### src/sv/wsmh_pkg.sv
// ----------------------------------------------------------------------------
// wsmh_pkg
// Shared types, constants and mixing functions of the word stream hash.
// ----------------------------------------------------------------------------
package wsmh_pkg;

  localparam int unsigned WordW = 32;
  localparam int unsigned CountW = 3;

  localparam logic [WordW-1:0] MixC1   = 32'hCC9E2D51;
  localparam logic [WordW-1:0] MixC2   = 32'h1B873593;
  localparam logic [WordW-1:0] FoldAdd = 32'hE6546B64;
  localparam logic [WordW-1:0] FinM1   = 32'h85EBCA6B;
  localparam logic [WordW-1:0] FinM2   = 32'hC2B2AE35;

  // queue between front and back
  localparam int unsigned QDepth = 4;
  localparam int unsigned QAddrW = $clog2(QDepth);
  localparam int unsigned QCountW = $clog2(QDepth + 1);

  // configuration register map (word index)
  localparam logic RegFinalize = 1'b0;

  // what the back end does with a queued word
  typedef enum logic [1:0] {
    KIND_SKIP = 2'd0,  // empty word, accumulator untouched
    KIND_LOAD = 2'd1,  // first non-empty word, taken unmixed
    KIND_FOLD = 2'd2   // later non-empty word, already pre-mixed
  } word_kind_t;

  typedef struct packed {
    logic [WordW-1:0] word;
    word_kind_t       kind;
    logic             last;
  } q_item_t;

  typedef enum logic [1:0] {
    BK_RUN  = 2'd0,
    BK_MIX1 = 2'd1,
    BK_MIX2 = 2'd2,
    BK_LAST = 2'd3
  } back_state_t;

  function automatic logic [WordW-1:0] mask_word(input logic [WordW-1:0] w,
                                                  input logic [CountW-1:0] cnt);
    logic [WordW-1:0] m;
    begin
      unique case (cnt)
        3'd0:    m = 32'h0000_0000;
        3'd1:    m = 32'h0000_00FF;
        3'd2:    m = 32'h0000_FFFF;
        3'd3:    m = 32'h00FF_FFFF;
        default: m = 32'hFFFF_FFFF;
      endcase
      mask_word = w & m;
    end
  endfunction

  function automatic logic [WordW-1:0] rotr15(input logic [WordW-1:0] v);
    rotr15 = {v[14:0], v[WordW-1:15]};
  endfunction

  function automatic logic [WordW-1:0] rotr13(input logic [WordW-1:0] v);
    rotr13 = {v[12:0], v[WordW-1:13]};
  endfunction

endpackage

### src/sv/wsmh_front.sv
// ----------------------------------------------------------------------------
// wsmh_front
// Takes input words, masks and classifies them, pre-mixes later words.
// ----------------------------------------------------------------------------
module wsmh_front (
  input  logic                          clk,
  input  logic                          rst,
  input  logic                          in_valid,
  output logic                          in_ready,
  input  logic [wsmh_pkg::WordW-1:0]    data_word,
  input  logic [wsmh_pkg::CountW-1:0]   byte_count,
  input  logic                          last_word,
  output logic                          q_push,
  output wsmh_pkg::q_item_t             q_item,
  input  logic                          q_ready
);

  logic                 seen;
  logic                 a_valid, b_valid, c_valid;
  wsmh_pkg::q_item_t    a_item, b_item, c_item;
  logic                 advance;
  logic                 take;
  wsmh_pkg::word_kind_t kind_in;

  // the whole pipe moves together; hold it only when the queue is full
  assign advance  = !c_valid || q_ready;
  assign in_ready = advance;
  assign take     = in_valid && advance;
  assign q_push   = c_valid && q_ready;
  assign q_item   = c_item;

  always_comb begin
    if (byte_count == '0) begin
      kind_in = wsmh_pkg::KIND_SKIP;
    end else if (seen) begin
      kind_in = wsmh_pkg::KIND_FOLD;
    end else begin
      kind_in = wsmh_pkg::KIND_LOAD;
    end
  end

  always_ff @(posedge clk) begin
    if (rst) begin
      seen    <= 1'b0;
      a_valid <= 1'b0;
      b_valid <= 1'b0;
      c_valid <= 1'b0;
    end else begin
      if (take) begin
        if (last_word) begin
          seen <= 1'b0;
        end else if (byte_count != '0) begin
          seen <= 1'b1;
        end
      end
      if (advance) begin
        a_valid <= in_valid;
        b_valid <= a_valid;
        c_valid <= b_valid;
      end
    end
  end

  always_ff @(posedge clk) begin
    if (advance) begin
      a_item.word <= wsmh_pkg::mask_word(data_word, byte_count);
      a_item.kind <= kind_in;
      a_item.last <= last_word;

      b_item <= a_item;
      if (a_item.kind == wsmh_pkg::KIND_FOLD) begin
        b_item.word <= a_item.word * wsmh_pkg::MixC1;
      end

      c_item <= b_item;
      if (b_item.kind == wsmh_pkg::KIND_FOLD) begin
        c_item.word <= wsmh_pkg::rotr15(b_item.word) * wsmh_pkg::MixC2;
      end
    end
  end

endmodule

### src/sv/wsmh_fifo.sv
// ----------------------------------------------------------------------------
// wsmh_fifo
// Short queue of classified words between front and back.
// ----------------------------------------------------------------------------
module wsmh_fifo (
  input  logic              clk,
  input  logic              rst,
  input  logic              push,
  input  wsmh_pkg::q_item_t push_item,
  output logic              push_ready,
  input  logic              pop,
  output logic              pop_valid,
  output wsmh_pkg::q_item_t pop_item
);

  wsmh_pkg::q_item_t                  slots [wsmh_pkg::QDepth];
  logic [wsmh_pkg::QAddrW-1:0]        wr_ptr, rd_ptr;
  logic [wsmh_pkg::QCountW-1:0]       count;

  assign push_ready = count != wsmh_pkg::QCountW'(wsmh_pkg::QDepth);
  assign pop_valid  = count != '0;
  assign pop_item   = slots[rd_ptr];

  always_ff @(posedge clk) begin
    if (rst) begin
      wr_ptr <= '0;
      rd_ptr <= '0;
      count  <= '0;
    end else begin
      if (push) begin
        wr_ptr <= wr_ptr + 1'b1;
      end
      if (pop) begin
        rd_ptr <= rd_ptr + 1'b1;
      end
      if (push && !pop) begin
        count <= count + 1'b1;
      end else if (pop && !push) begin
        count <= count - 1'b1;
      end
    end
  end

  always_ff @(posedge clk) begin
    if (push) begin
      slots[wr_ptr] <= push_item;
    end
  end

  a_no_overflow: assert property (@(posedge clk) disable iff (rst)
    push |-> (count != wsmh_pkg::QCountW'(wsmh_pkg::QDepth)) || pop)
    else $error("queue written while full");

  a_no_underflow: assert property (@(posedge clk) disable iff (rst)
    pop |-> count != '0)
    else $error("queue read while empty");

endmodule

### src/sv/wsmh_back.sv
// ----------------------------------------------------------------------------
// wsmh_back
// Folds queued words into the accumulator and emits the finished hash.
// ----------------------------------------------------------------------------
module wsmh_back (
  input  logic                        clk,
  input  logic                        rst,
  input  logic                        finalize_enable,
  input  logic                        q_valid,
  input  wsmh_pkg::q_item_t           q_item,
  output logic                        q_pop,
  output logic                        out_valid,
  input  logic                        out_ready,
  output logic [wsmh_pkg::WordW-1:0]  hash_value
);

  wsmh_pkg::back_state_t        state, state_next;
  logic [wsmh_pkg::WordW-1:0]   acc, acc_next;
  logic [wsmh_pkg::WordW-1:0]   h, h_next;
  logic [wsmh_pkg::WordW-1:0]   acc_new, rot;
  logic [wsmh_pkg::WordW-1:0]   out_data;
  logic                         out_load;
  logic                         out_free;

  assign out_free = !out_valid || out_ready;
  assign rot      = wsmh_pkg::rotr13(acc ^ q_item.word);

  always_comb begin
    unique case (q_item.kind)
      wsmh_pkg::KIND_LOAD: acc_new = q_item.word;
      wsmh_pkg::KIND_FOLD: acc_new = (rot << 2) + rot + wsmh_pkg::FoldAdd;
      default:             acc_new = acc;
    endcase
  end

  always_comb begin
    state_next = state;
    acc_next   = acc;
    h_next     = h;
    q_pop      = 1'b0;
    out_load   = 1'b0;
    out_data   = h ^ (h >> 16);
    unique case (state)
      wsmh_pkg::BK_RUN: begin
        q_pop = q_valid && (!q_item.last || finalize_enable || out_free);
        if (q_pop) begin
          if (q_item.last) begin
            acc_next = '0;
            if (finalize_enable) begin
              h_next     = acc_new ^ (acc_new >> 16);
              state_next = wsmh_pkg::BK_MIX1;
            end else begin
              out_load = 1'b1;
              out_data = acc_new;
            end
          end else begin
            acc_next = acc_new;
          end
        end
      end
      wsmh_pkg::BK_MIX1: begin
        h_next     = h * wsmh_pkg::FinM1;
        state_next = wsmh_pkg::BK_MIX2;
      end
      wsmh_pkg::BK_MIX2: begin
        h_next     = (h ^ (h >> 13)) * wsmh_pkg::FinM2;
        state_next = wsmh_pkg::BK_LAST;
      end
      wsmh_pkg::BK_LAST: begin
        if (out_free) begin
          out_load   = 1'b1;
          state_next = wsmh_pkg::BK_RUN;
        end
      end
      default: state_next = wsmh_pkg::BK_RUN;
    endcase
  end

  always_ff @(posedge clk) begin
    if (rst) begin
      state     <= wsmh_pkg::BK_RUN;
      acc       <= '0;
      out_valid <= 1'b0;
    end else begin
      state <= state_next;
      acc   <= acc_next;
      if (out_load) begin
        out_valid <= 1'b1;
      end else if (out_ready) begin
        out_valid <= 1'b0;
      end
    end
  end

  always_ff @(posedge clk) begin
    h <= h_next;
    if (out_load) begin
      hash_value <= out_data;
    end
  end

  a_no_pop_in_finaliser: assert property (@(posedge clk) disable iff (rst)
    (state != wsmh_pkg::BK_RUN) |-> !q_pop)
    else $error("queue popped while finalising");

  a_load_takes_word: assert property (@(posedge clk) disable iff (rst)
    (q_pop && !q_item.last && q_item.kind == wsmh_pkg::KIND_LOAD)
      |=> acc == $past(q_item.word))
    else $error("first word not loaded unmixed");

  a_clear_on_last: assert property (@(posedge clk) disable iff (rst)
    (q_pop && q_item.last) |=> acc == '0)
    else $error("accumulator not cleared at end of buffer");

endmodule

### src/sv/word_stream_mix_hash.sv
// ----------------------------------------------------------------------------
// word_stream_mix_hash
// Word stream hash (MurmurHash3 x86_32 style) with optional finaliser.
// ----------------------------------------------------------------------------
// A buffer arrives as 32-bit little-endian words, one transfer per word, each
// with its byte count and a last mark; bytes beyond the count are zeroed and a
// count above four counts as four. One hash_value transfer follows each last
// word. The front pipe takes one word per cycle while the queue has room and
// passes it through its a, b and c registers for masking and the two pre-mix
// multiplies; a four-entry queue then feeds the back end, which folds one word
// per cycle into the accumulator while it is not finalising or waiting for the
// output. A last word with finalize_enable set holds the back end in its MIX1,
// MIX2 and LAST states while the two finaliser multiplies run and the result
// waits for the output. An empty buffer hashes to zero.
// finalize_enable sits at byte address 0 of the APB port; write it only while
// no buffer is in flight.
// ----------------------------------------------------------------------------
module word_stream_mix_hash (
  input  logic                          clk,
  input  logic                          rst,
  // configuration
  input  logic                          psel,
  input  logic                          penable,
  input  logic                          pwrite,
  input  logic [2:0]                    paddr,
  input  logic [31:0]                   pwdata,
  output logic [31:0]                   prdata,
  output logic                          pready,
  // word input
  input  logic                          in_valid,
  output logic                          in_ready,
  input  logic [wsmh_pkg::WordW-1:0]    data_word,
  input  logic [wsmh_pkg::CountW-1:0]   byte_count,
  input  logic                          last_word,
  // hash output
  output logic                          out_valid,
  input  logic                          out_ready,
  output logic [wsmh_pkg::WordW-1:0]    hash_value
);

  logic              finalize_enable;
  logic              q_push, q_push_ready, q_pop, q_valid;
  wsmh_pkg::q_item_t q_in, q_out;

  // Single register, word index taken from paddr[2]; unaligned low bits drop.
  assign pready = 1'b1;

  always_ff @(posedge clk) begin
    if (rst) begin
      finalize_enable <= 1'b0;
    end else if (psel && penable && pwrite && (paddr[2] == wsmh_pkg::RegFinalize)) begin
      finalize_enable <= pwdata[0];
    end
  end

  always_comb begin
    prdata = '0;
    if (paddr[2] == wsmh_pkg::RegFinalize) begin
      prdata[0] = finalize_enable;
    end
  end

  // Front: mask, classify first/later/empty words, pre-mix later words.
  wsmh_front u_front (
    .clk        (clk),
    .rst        (rst),
    .in_valid   (in_valid),
    .in_ready   (in_ready),
    .data_word  (data_word),
    .byte_count (byte_count),
    .last_word  (last_word),
    .q_push     (q_push),
    .q_item     (q_in),
    .q_ready    (q_push_ready)
  );

  // Queue: let the front keep taking words while the back finalises.
  wsmh_fifo u_fifo (
    .clk        (clk),
    .rst        (rst),
    .push       (q_push),
    .push_item  (q_in),
    .push_ready (q_push_ready),
    .pop        (q_pop),
    .pop_valid  (q_valid),
    .pop_item   (q_out)
  );

  // Back: fold into the accumulator, finalise and hold the result register.
  wsmh_back u_back (
    .clk             (clk),
    .rst             (rst),
    .finalize_enable (finalize_enable),
    .q_valid         (q_valid),
    .q_item          (q_out),
    .q_pop           (q_pop),
    .out_valid       (out_valid),
    .out_ready       (out_ready),
    .hash_value      (hash_value)
  );

endmodule
### config.mk
export PLATFORM = sky130hd
export DESIGN_NAME = word_stream_mix_hash
export DESIGN_NICKNAME = d
export VERILOG_FILES = /design/src/sv/wsmh_pkg.sv /design/src/sv/wsmh_front.sv /design/src/sv/wsmh_fifo.sv /design/src/sv/wsmh_back.sv /design/src/sv/word_stream_mix_hash.sv
export SDC_FILE = /design/constraint.sdc
export NUM_CORES = 2
export LEC_CHECK = 0
export ABC_AREA = 1
export BUFFER_PORTS_ARGS = -buffer_cell sky130_fd_sc_hd__clkbuf_2
export CORE_MARGIN = 3
export CORE_UTILIZATION = 25
export CTS_CLUSTER_SIZE = 20
export DETAILED_ROUTE_END_ITERATION = 7
export GPL_TIMING_DRIVEN = 0
export PLACE_DENSITY_LB_ADDON = 0.3
export SLEW_MARGIN = 20
export SYNTH_ARGS = -nofsm -noshare
export SYNTH_HDL_FRONTEND = slang
export SYNTH_SLANG_ARGS = --single-unit
### constraint.sdc
create_clock -name clk -period 6.7 [get_ports clk]
set_input_delay 0.67 -clock clk [delete_from_list [all_inputs] [get_ports clk]]
set_output_delay 0.67 -clock clk [all_outputs]
set_load 0.005 [all_outputs]
==> results.ini <==
[run_status]
outcome=complete, but fails checks
violations=setup timing

[placement]
dp_slack_ns=-1.529
io_buffers=78
gp_congestion=0.9377
dpl.hpwl_mm=148.6

[yosys]
yosys_warnings=0
synth_top_family_by_area=adder cells
synth.mux.area_fraction_pct=0
synth-edff-count=309
synth_ff_type=edfxtp_1
synth_fa_ha_area_share_pct=46.50
yosysTopAreaCellShare_pct=27.63
synth_area_sq_um=53110
syn_area_per_cell_sq_um=8.936
ys_types=63
synthXorXnorAreaFrac_pct=2.719
ys_ff_latch=358
async_flop_share_pct=0
synth_top_area_cell=fa_1
netlist_instances=5943
synthSimpleGateAreaFrac_pct=11.70
synth_compound_area_share_pct=7.259
synth_seq_area_share_pct=19.32
ys_top_cells_by_area=fa_1, ha_1, edfxtp_1

[detailed_routing]
drtIter0Drc=2975
routed_via_density=4.403
dr_total_vias=40470
drc=0
ant_nets=0
drt_wl_total_mm=177.4
drtPass1Iterations=7
wl_per_cell_microns=19.30

[timing]
hold_violations=0
finalSetupViolCount=7
setup_ws_ns=-0.1533
fin_skew_ns=0.04414
rsz0062_at_grt=yes
finalCritPeriodShare_pct=102.3
relSlewSlack_pct=13.29
tightest_slew_ns=1.287
fmax_ghz=0.1459
holdWs_ns=0.2393
drv_slew=0
min_period_ns=6.853

[worst_setup_path]
startpoint=u_back.h[12]
cp_common_cell=inv_1
crit_path_top_delay_cell=fa_2
path_buf_inv=8
r2r_start=u_back.h[12]
cp_max_fo=5
crit_arrival_ns=7.21
cp-endpoint=u_back.h[31]
endpoint_kind=register
r2r_slack_ns=-0.15
start_kind=register
crit_cells=27
cpPeakStageDelay_ns=0.58
crit_type=reg2reg
crit_family=adder cells
worstRegToRegCells=27
worstPathRequired_ns=7.06
reg2reg_to=u_back.h[31]

[floorplan]
core_area_sq_um=210400
start_util_pct=25.24
dieArea_sq_um=218000
ioPinCount=145
die-height_microns=466.9
die_w_microns=466.9
rows=168

[worst_hold_path]
hold_class=in2reg

[layout]
final_layout_size_suffix_gt1_share_pct=12.69
fillCellCount=22170
syn2layout_area_growth_pct=18.10
nNetsFinal=7962

[clocking]
clk_latency_ns=0.62
numCtsBuffers=41
h-tree-depth=2
root_buffer=clkbuf_16
cts.clk_slew.worst_paths_ns=0.07
cts_tree=done
cts_sinks=358
clockBufferDepth=3

[flow_run]
maxCapViolCount=0

[global_route]
grt_antenna_before_repair=8
grt_pass1_vias=41410
grt_pass1_wl_mm=265.5
grt_max_degree=52
grt_usage_pct=16.22
globalRoute.totalOverflow=0

## state kept, by name, summed over array words and instances (netlist names), named ones only
name	flops
u_back.h	32
u_front.c_valid	1
u_back.state	2
u_fifo.rd_ptr	2
u_fifo.slots	140
u_fifo.count	3
u_back.out_valid	1
finalize_enable	1
u_fifo.wr_ptr	2
u_back.acc	32
u_front.a_item	35
u_back.hash_value	32
u_front.seen	1
u_front.b_valid	1
u_front.q_item	35
u_front.a_valid	1
u_front.b_item	35
## cells in the mapped netlist (3+ instances only)
library cell	instances
dfxtp_1	49
nor3_1	29
buf_2	23
a22oi_1	3
or2_1	3
o21ai_1	4
xnor2_1	67
fa_1	733
o21bai_1	31
clkinv_1	4
a211oi_1	7
o221ai_1	5
nand4_1	28
xor2_1	96
clkbuf_1	43
a21boi_0	6
nand2_1	885
o211ai_1	15
a31oi_1	21
o21ai_0	241
o21a_1	4
ha_1	801
or2_0	3
nand3_1	252
or2_2	40
a32o_1	11
o22ai_1	3
a21oi_1	291
o31ai_1	5
buf_4	41
inv_2	4
nand3b_1	14
edfxtp_1	309
a21o_1	21
inv_1	1587
buf_6	4
nor2_1	228
## cells in the final DEF, fill, tap and decap left out, types with 205 or more instances in the layout
master    instances
ha_1            747
fa_1            705
nor2_1          205
inv_1          1534
edfxtp_1        309
nand3_1         231
buf_4           248
o21ai_0         208
a21oi_1         261
nand2_1         860
## per-stage QoR
stage | setup TNS, ns | std cells | utilization [%] | cell area, sq um
global route | -2.772 | 9189 | 29.81 | 62720
global placement | -32.29 | 8856 | 27.16 | 57150
detailed placement | -23.57 | 8867 | 27.32 | 57490
finish | -0.6114 | 9191 | 29.81 | 62720
floorplan | 0 | 5973 | - | 53250
CTS | -0.5592 | 9079 | 29.11 | 61250
## how the worst min path moves through the flow
stage / endpoint / depth (start not counted) / from / slack [ns]
6_report: u_front.a_item[0] / 1 / last_word / 0.24
5_1_grt: u_front.a_item[0] / 1 / last_word / 0.22
4_1_cts: u_front.a_item[0] / 1 / last_word / 0.19
3_5_place_dp: u_front.b_item[0] / 0 / u_front.a_item[0] / 0.41
3_3_place_gp: u_front.b_item[0] / 0 / u_front.a_item[0] / 0.40
2_1_floorplan: u_front.b_item[0] / 0 / u_front.a_item[0] / 0.40
## repair_timing
item / 4_1_cts / 5_1_grt
buffers inserted: 136 / 109
pin swaps: 83 / 105
setup endpoints to repair: 29 / 35
hold buffers: 0 / 0
resized for setup: 245 / 165
## layer usage
layer  wire (microns)  global-route usage [%]
met1            76490                   21.46
met2            86210                   27.90
met3             8702                   1.869
met4             5983                   4.322
met5                0                       0
## area by class of cell
class	count	area, sq um	share of cell area [%]
Antenna cell	3	7.507	0.01197
Buffer	113	679.4	1.083
Clock buffer	56	1164	1.855
Clock inverter	20	207.7	0.3312
Inverter	1596	6060	9.661
Multi-Input combinational cell	3906	38050	60.66
Sequential cell	358	10260	16.36
Tap cell	2805	3510	5.596
Timing Repair Buffer	334	2784	4.439
## cell families after synthesis
group	after synthesis
buffers and inverters	1709
adders and majority gates	1534
and+or+nand+nor	1489
AOI/OAI and AO/OA	687
DFF	358
xor gates and xnor gates	164
other	2
Power is left out: the tool's default activity adds up to more than one toggle a clock period on the data nets, which glitch-free logic cannot reach.
